## src/rtl/assert_macros.svh

```systemverilog
// Assertion helpers; clocked on clk_i, disabled during reset.
`ifndef ASSERT_MACROS_SVH
`define ASSERT_MACROS_SVH
`ifndef SYNTHESIS
`define DJC_ASSERT(lbl, prop) \
  lbl: assert property (@(posedge clk_i) disable iff (!rst_ni) prop) \
    else $error("assertion failed");
`define DJC_ASSERT_MSG(lbl, prop, msg) \
  lbl: assert property (@(posedge clk_i) disable iff (!rst_ni) prop) \
    else $error(msg);
`else
`define DJC_ASSERT(lbl, prop)
`define DJC_ASSERT_MSG(lbl, prop, msg)
`endif
`endif

```

## src/rtl/djc_pkg.sv

```systemverilog
package djc_pkg;

  localparam int FRAC_BITS = 16;
  localparam int IN_W      = 32;
  localparam int DW        = IN_W + 1;
  localparam int NW        = 2 * DW;
  localparam int RW        = DW;
  localparam int SQ_STEPS  = NW / 2;
  localparam int SRW       = RW + 4;
  localparam int QB        = 35;
  localparam int GW        = FRAC_BITS + 2;
  localparam int LEN_W     = 31;

  localparam logic [LEN_W-1:0] LEN_RESET = LEN_W'(64'd1 << FRAC_BITS);

  typedef struct packed {
    logic [SRW-1:0] rem;
    logic [RW-1:0]  root;
    logic [NW-1:0]  rad;
  } sqrt_t;

  typedef struct packed {
    logic [RW-1:0] rem;
    logic [QB-1:0] nq;
    logic [RW-1:0] dvs;
  } div_t;

endpackage

```

## src/rtl/djc_sqrt_cell.sv

```systemverilog
module djc_sqrt_cell (
  input  logic          clk_i,
  input  logic          en_i,
  input  djc_pkg::sqrt_t cell_i,
  output djc_pkg::sqrt_t cell_o
);
  import djc_pkg::*;

  logic [SRW-1:0] shifted;
  logic [SRW-1:0] trial;
  sqrt_t          cell_d;
  sqrt_t          cell_q;

  always_comb begin
    shifted    = {cell_i.rem[SRW-3:0], cell_i.rad[NW-1 -: 2]};
    trial      = {{(SRW-RW-2){1'b0}}, cell_i.root, 2'b01};
    cell_d.rad = {cell_i.rad[NW-3:0], 2'b00};
    if (shifted >= trial) begin
      cell_d.rem  = shifted - trial;
      cell_d.root = {cell_i.root[RW-2:0], 1'b1};
    end else begin
      cell_d.rem  = shifted;
      cell_d.root = {cell_i.root[RW-2:0], 1'b0};
    end
  end

  always_ff @(posedge clk_i) begin
    if (en_i) begin
      cell_q <= cell_d;
    end
  end

  assign cell_o = cell_q;

endmodule

```

## config.mk

```make
export PLATFORM = sky130hd
export DESIGN_NAME = djc_sqrt_cell
export DESIGN_NICKNAME = d
export VERILOG_FILES = /design/src/rtl/assert_macros.svh /design/src/rtl/djc_pkg.sv /design/src/rtl/djc_sqrt_cell.sv
export SDC_FILE = /design/constraint.sdc
export NUM_CORES = 1
export LEC_CHECK = 0
export ABC_AREA = 1
export BUFFER_PORTS_ARGS = -buffer_cell sky130_fd_sc_hd__buf_2
export CAP_MARGIN = 0
export CORE_AREA = 2 2 150 152
export CTS_CLUSTER_SIZE = 24
export DETAILED_ROUTE_END_ITERATION = 16
export DIE_AREA = 0 0 152 154
export HOLD_SLACK_MARGIN = 0.02
export PLACE_DENSITY_LB_ADDON = 0.08
export SYNTH_ARGS = -nofsm -noshare
export SYNTH_HDL_FRONTEND = slang
export SYNTH_SLANG_ARGS = --single-unit
```

## constraint.sdc

```tcl
create_clock -name clk_i -period 4.25 [get_ports clk_i]
set_input_delay 0.6375 -clock clk_i [delete_from_list [all_inputs] [get_ports clk_i]]
set_output_delay 0.6375 -clock clk_i [all_outputs]
set_load 0.005 [all_outputs]
```

==> out/results.ini <==
[timing]
setup_viol=0
slew_viol_final=0
worstMarginPinSlew_ns=0.7066
fmax_ghz=0.3944
setup_ws_ns=1.714
min_period_ns=2.536
finalHoldViolations=0
whs_ns=0.3848
min_period_over_period_pct=59.67
relSlewSlack_pct=52.89
rsz0062_at_grt=false
tns_ns=0

[global_route]
grt_overflow=0
grt_usage_pct=18.70
grt_pass1_vias=6229
grt_antenna_before_repair=0
grt_pass1_wl_um=33990
grt_max_degree=76

[cts]
cts_tree=yes
clock_sinks=134
clockRootBuffer=clkbuf_16
holdBufCountCts=0
cts_buffers=17
clockBufferDepth=2
ctsResizeCount=0
cts-htree-levels=4
path_clk_slew_ns=0.07
cts_setup_buffers=0

[synthesis]
netlist_instances=855
synth_edf_count=134
yosysUniqueCellTypes=30
yosys_warnings=0
avgSynthCellArea_um2=8.763
synth_ff_type=edfxtp_1
ys_seq_area_share_pct=53.71
synth.cell_area_mm2=0.007492
async_reset_ff_share_pct=0
synth-seq-cells=134

[worst_setup_path]
critPathTopFamily=simple AND/OR/NAND/NOR gates
endpoint_kind=register
cpMaxStageDelayCell=buf_4
critPathMaxStageDelay_ns=0.46
worstPathCellList=buf_2, inv_1, ha_1, nand2_1, nor2_1, nand3_1, nor2_1, nand2_1, nand2_1, nor2_1, nand2_2, buf_4, nand3_1, nand2_1
cp.buffers_inverters=3
worst_path_most_repeated_cell=nand2_1
critPathKind=in -> reg
worst_ep_required_time_ns=4.53
crit_fanout=37
cp-start-kind=input pin
worstPathArrival_ns=2.82

[route]
drt_iter0_drc=331
vias=6275
wirelength_um=21700
via_per_inst=4.385
wl_met1_um=9887
met3_length_um=1177
antenna_left=0
dr_wl_met2_um=10500
wl_per_cell_um=15.16
first_pass_iters=5
routed.top_layer=met4
drc_errors=0

[pwr]
p_leak_nw=4.901
ir_drop_uv=257.6
powerDensity_mw_per_mm2=393.6

[place]
hpwl_um=16950
gp_congestion=0.8860
io_buffers=269
placed_area_mm2=0.009126
post-place-ws_ns=1.246

[floorplanning]
core_area_mm2=0.02169
initial_core_util_pct=34.54
chipWidth_um=152
row_count=54
num_io_pins=274
dieArea_mm2=0.02341
die_h_um=154

[layout]
num_antenna_cells=0
syn_to_final_growth_pct=29.36
drive_gt1_share_pct=29.71
final_common_cell=nand2_1
nNetsFinal=1311
mostFrequentLayoutCells=nand2_1 (318), buf_2 (268), inv_1 (143), edfxtp_1 (134), nor2_1 (74)
stdcell_area_mm2=0.009692
nFillCells=2257
largest_reg_flops=134
final_util_pct=44.69

[outcome]
status=finished clean

[run]
maxCapViolations=0

[worst_hold_path]
worstHoldPathType=in -> reg

## per-layer routing
| metal | vias up | GRT usage, % |
|---|---|---|
| met3 | 9 | 4.538 |
| li1 | 3276 | - |
| met5 | - | 0 |
| met4 | 0 | 3.605 |
| met2 | 207 | 31.72 |
| met1 | 2783 | 24.53 |
## power by group
group / internal [mW] / switching (mW) / total, mW
registers: 1.61 / 0.0329 / 1.65
logic: 0.290 / 0.439 / 0.729
clock network: 0.771 / 0.669 / 1.44
total: 2.67 / 1.14 / 3.81
## logic make-up (layout without fill, tap and decap cells)
family                     after synthesis  count (layout)  share of synthesized area, %
DFF                                    134             134                         53.71
buffers and inverters                  153             448                         8.484
and+or+nand+nor                        481             481                         27.47
AOI/OAI and AO/OA                       33              33                         2.338
adders and majority gates               35              35                         5.845
other                                    1               2                       0.05005
xor gates and xnor gates                18              18                         2.104
## through the flow
step	instances	power, mW
detailed placement	1399	2.415
CTS	1431	3.877
finish	1431	3.815
global placement	1399	2.410
floorplan	856	2.079
global route	1431	4.028
## path summary, 6_finish.rpt
kind  cells past startpoint        from                     to
max                      14  cell_i[79]  cell_o[118]$_DFFE_PP_
min                       1   cell_i[4]    cell_o[6]$_DFFE_PP_
## area by class of cell
type | count | area (um^2) | share of cell area (%)
Clock buffer | 17 | 425.4 | 4.389
Clock inverter | 15 | 140.1 | 1.446
Inverter | 144 | 540.5 | 5.577
Multi-Input combinational cell | 569 | 2836 | 29.27
Sequential cell | 134 | 4024 | 41.52
Tap cell | 280 | 350.3 | 3.615
Timing Repair Buffer | 272 | 1375 | 14.19
## Yosys cell counts, types with 3 or more instances
cell      count  area share [%]
nand2_1     318              16
inv_1       143             7.2
edfxtp_1    134              54
nor2_1       74             3.7
ha_1         35             5.8
nand3_1      23             1.5
a21oi_1      22             1.5
nand2_2      19             1.6
xor2_1       17             2.0
nand3_2      12             1.6
nand3b_1     11             1.1
nor3_1        7            0.47
nand4_1       6            0.50
nor2_2        5            0.42
o21ai_0       5            0.33
buf_4         3            0.30
o21bai_1      3            0.30
Note: power is estimated with default switching activity, not from simulation.
