[config.mk]
export PLATFORM = sky130hd
export DESIGN_NAME = djc_div_cell
export DESIGN_NICKNAME = d
export VERILOG_FILES = /design/src/rtl/assert_macros.svh /design/src/rtl/djc_pkg.sv /design/src/rtl/djc_div_cell.sv
export SDC_FILE = /design/constraint.sdc
export NUM_CORES = 1
export LEC_CHECK = 0
export BUFFER_PORTS_ARGS = -buffer_cell sky130_fd_sc_hd__buf_4
export CAP_MARGIN = 20
export CORE_AREA = 2 2 119 121
export DETAILED_ROUTE_END_ITERATION = 10
export DIE_AREA = 0 0 121 123
export MAX_ROUTING_LAYER = met4
export PLACE_DENSITY = 0.79
export SLEW_MARGIN = 20
export SYNTH_ARGS = -nofsm -noshare
export SYNTH_HDL_FRONTEND = slang
export SYNTH_SLANG_ARGS = --single-unit
[constraint.sdc]
create_clock -name clk_i -period 3 [get_ports clk_i]
set_input_delay 0.15 -clock clk_i [delete_from_list [all_inputs] [get_ports clk_i]]
set_output_delay 0.15 -clock clk_i [all_outputs]
set_load 0.005 [all_outputs]
[src/rtl/assert_macros.svh]
// Assertion helpers; clocked on clk_i, disabled during reset.
`ifndef ASSERT_MACROS_SVH
`define ASSERT_MACROS_SVH
`ifndef SYNTHESIS
`define DJC_ASSERT(lbl, prop) \
  lbl: assert property (@(posedge clk_i) disable iff (!rst_ni) prop) \
    else $error("assertion failed");
`define DJC_ASSERT_MSG(lbl, prop, msg) \
  lbl: assert property (@(posedge clk_i) disable iff (!rst_ni) prop) \
    else $error(msg);
`else
`define DJC_ASSERT(lbl, prop)
`define DJC_ASSERT_MSG(lbl, prop, msg)
`endif
`endif

[src/rtl/djc_pkg.sv]
package djc_pkg;

  localparam int FRAC_BITS = 16;
  localparam int IN_W      = 32;
  localparam int DW        = IN_W + 1;
  localparam int NW        = 2 * DW;
  localparam int RW        = DW;
  localparam int SQ_STEPS  = NW / 2;
  localparam int SRW       = RW + 4;
  localparam int QB        = 35;
  localparam int GW        = FRAC_BITS + 2;
  localparam int LEN_W     = 31;

  localparam logic [LEN_W-1:0] LEN_RESET = LEN_W'(64'd1 << FRAC_BITS);

  typedef struct packed {
    logic [SRW-1:0] rem;
    logic [RW-1:0]  root;
    logic [NW-1:0]  rad;
  } sqrt_t;

  typedef struct packed {
    logic [RW-1:0] rem;
    logic [QB-1:0] nq;
    logic [RW-1:0] dvs;
  } div_t;

endpackage

[src/rtl/djc_div_cell.sv]
module djc_div_cell (
  input  logic         clk_i,
  input  logic         en_i,
  input  djc_pkg::div_t cell_i,
  output djc_pkg::div_t cell_o
);
  import djc_pkg::*;

  logic [RW:0] trial;
  logic        qbit;
  div_t        cell_d;
  div_t        cell_q;

  always_comb begin
    trial      = {cell_i.rem, cell_i.nq[QB-1]};
    cell_d.dvs = cell_i.dvs;
    if (trial >= {1'b0, cell_i.dvs}) begin
      qbit       = 1'b1;
      cell_d.rem = RW'(trial - {1'b0, cell_i.dvs});
    end else begin
      qbit       = 1'b0;
      cell_d.rem = trial[RW-1:0];
    end
    cell_d.nq = {cell_i.nq[QB-2:0], qbit};
  end

  always_ff @(posedge clk_i) begin
    if (en_i) begin
      cell_q <= cell_d;
    end
  end

  assign cell_o = cell_q;

endmodule

==> results.txt <==
share of layout cells above drive strength 1 = 37.42%
die height = 123 um
clock network fraction of total power = 28.0%
hold_sp = cell_i[81]
GRT busiest layer = met2
Tightest Hold Check Type = primary input to flip-flop
Detailed Route Iter0 Violations = 304
Leak = 3.554 nW
DR vias = 4652
status = finished clean
worst vdd rail ir drop = 0.2374 mV
Cell Area, Synth = 5560 um^2
number of setup violations in the final report = 0
hold path depth = 3
met3 Usage GRT = 5.166%
layout overhead on the synthesized area = 48.09%
Sw Pwr = 1.113 mW
crit start category = primary input
Final Util = 60.49%
fillers = 1087
Combinational Power Share = 27.0%
syn_area_per_cell = 11.91 um^2
Routability Congestion = 0.8747
GRT Overall Usage = 22.19%
Max Slew Vio Count = 0
Critical Path Fanout Max = 4
Clock Sinks = 101
DRC errors left = 0
DRT Wirelength = 16370 um
Port Buf Inserts = 203
Tmin final = 2.867 ns
Worst path slowest cell = dlygate4sd3_1
Nets = 876
Synth Instances = 467
Finished Layout Cells = 923
share of the synthesized area in the top cell type = 54.55%
Sw Share = 28.04%
ys flop type = edfxtp_1
Critical Setup Path Class = primary input to flip-flop
max-cap violations = 0
flip-flop count of the largest register after layout = 101
FMAX = 348.8 MHz
Num CTS Buffers = 9
number of enable flip-flop cells after synthesis = 101
area leader, netlist = edfxtp_1
met1 GRT Util = 26.63%
Setup crit end kind = flip-flop
ys async rst share = 0%
final period utilization = 95.56%
Least-Margin Pin Slew = 0.5557 ns
Seq/Total Area, Yosys = 54.55%
Power Dens Cells = 481.9 nW/um^2
clock buffer depth = 2
H-tree levels = 3
DIE WIDTH = 121 um
yosys synthesis warning count = 0
Area contributors post-synth = edfxtp_1 55%, ha_1 7.4%, o21ai_2 3.2%
Max-slew headroom = 62.95%
Yosys cell types = 60
vias in the first global route = 4705
total gr overflow = 0
Starting Density = 40.85%
CORE AREA = 13610 um^2
row cnt = 43
setup slack at placement = 0.05182 ns
CTS tree = built
Post-Syn Nets = 604
# IOs = 204
first-pass GRT wire length = 24660 um
Routed WL per cell = 17.73 um
Pint = 2.856 mW
met2 Usage GRT = 38.03%
Vias/cell = 5.040
Synth Register Bits = 101
CP Cell Sequence = dlygate4sd3_1 > buf_4 > inv_1 > fa_1 > a21o_1 > a221oi_4 > o211a_1 > o21ai_2 > a211oi_2 > o311ai_1 > xnor2_1 > o21ai_1
largest net degree at the start of global routing = 42
clock root buffer = clkbuf_16
crit path DAT = 2.97 ns
sequential share of power = 45.0%
max incr delay on CP = 0.54 ns
Worst setup startpoint = cell_i[1]
# placed instances = 841
n_diodes = 0
Worst-path clk slew = 0.07 ns
ANT nets after route = 0
hpwl dp = 12000 um
worst endpoint required time = 3.10 ns
final worst setup slack = 0.1332 ns
Die ar. = 14880 um^2
Hold Fails Final Rpt = 0
DR pass1 iterations = 5
initial antenna violation count = 0
==> metal layers <==
metal  vias up  wire [um]
met4         0        165
met3        12        955
li1       2274          -
met1      2213       7034
met2       153       8214
met5         -          0
==> per-stage QoR <==
step / hold slack, ns / cell area (um^2) / setup TNS, ns / total power [mW]
after floorplan: 0.2489 / 5560 / 0 / 2.312
after global placement: 0.3290 / 7237 / 0 / 2.786
after detailed placement: 0.3299 / 7237 / 0 / 2.801
after CTS: 0.06512 / 8179 / 0 / 3.978
after global routing: 0.06916 / 8234 / -0.02480 / 4.153
final: 0.07456 / 8234 / 0 / 3.968
==> worst max-delay path: cells and delay by family <==
kind                       cells  cell delay, ns
buffers and inverters          3            0.71
adders and majority gates      1            0.46
xor gates and xnor gates       1            0.16
AOI/OAI and AO/OA              7            1.48
==> path summary, 6_finish.rpt <==
| kind | to | slack (ns) |
|---|---|---|
| setup / recovery | cell_o[100] | 0.13 |
| hold / removal | cell_o[82] | 0.07 |
==> what timing repair did <==
item | 4_1_cts | 5_1_grt
resized for setup | 0 | 11
setup buffers | 0 | 0
setup endpoints to repair | 0 | 26
endpoints found under the hold margin | 67 | 0
hold buffers | 67 | 0
==> kinds of logic (layout without fill, tap and decap cells) <==
logic type / after synthesis / after routing / share of synthesized area [%]
AOI/OAI and AO/OA: 136 / 136 / 18.02
and+or+nand+nor: 105 / 105 / 9.316
DFF: 101 / 101 / 54.55
buffers and inverters: 62 / 338 / 5.648
adders and majority gates: 34 / 34 / 7.786
xor gates and xnor gates: 28 / 28 / 4.411
muxes: 1 / 1 / 0.2699
==> synthesized netlist by cell type (5+ instances only) <==
cell      count
nand2_2      10
nand2_1      42
xor2_1       13
o21ai_0      14
edfxtp_1    101
and3_1        7
o21ai_2      20
nand3_1       6
buf_2         6
a21o_1       12
a21oi_1      32
nor2_1       14
o21bai_1      6
buf_6         5
o21ai_1      13
ha_1         33
nand4_1       5
inv_1        44
xnor2_1      15
==> cell usage in the layout (no fill, tap or decap), types with 5 or more instances in the layout <==
cell,synthesis,routed
edfxtp_1,101,101
a21oi_1,32,31
o21bai_1,6,6
nand3_1,6,6
nand2_2,10,10
nand4_1,5,5
dlygate4sd3_1,0,67
ha_1,33,31
xnor2_1,15,15
a21o_1,12,12
clkbuf_16,0,9
buf_4,1,208
nand2_1,42,42
nor2_1,14,14
and3_1,7,7
o21ai_0,14,14
o21ai_1,13,13
xor2_1,13,13
o21ai_2,20,20
inv_1,44,44
==> area by class of cell <==
class                      count  area [um^2]  share of cell area (%)
inverter                      45        168.9                   2.051
sequential                   101         3033                   36.83
timing repair buffer         278         2275                   27.62
tap                          180        225.2                   2.735
clock inverter                 6        46.29                  0.5622
clock buffer                   9        225.2                   2.735
multi-input combinational    304         2261                   27.46
==> power by group through the flow <==
stage               sequential, mW  clock (mW)  combinational [mW]
detailed placement            1.82           0               0.985
global placement              1.82           0               0.971
global route                  1.80        1.19                1.17
finish                        1.79        1.11                1.07
CTS                           1.79        1.13                1.06
floorplan                     1.82           0               0.489
No activity file was read; power rests on OpenSTA's default activity.
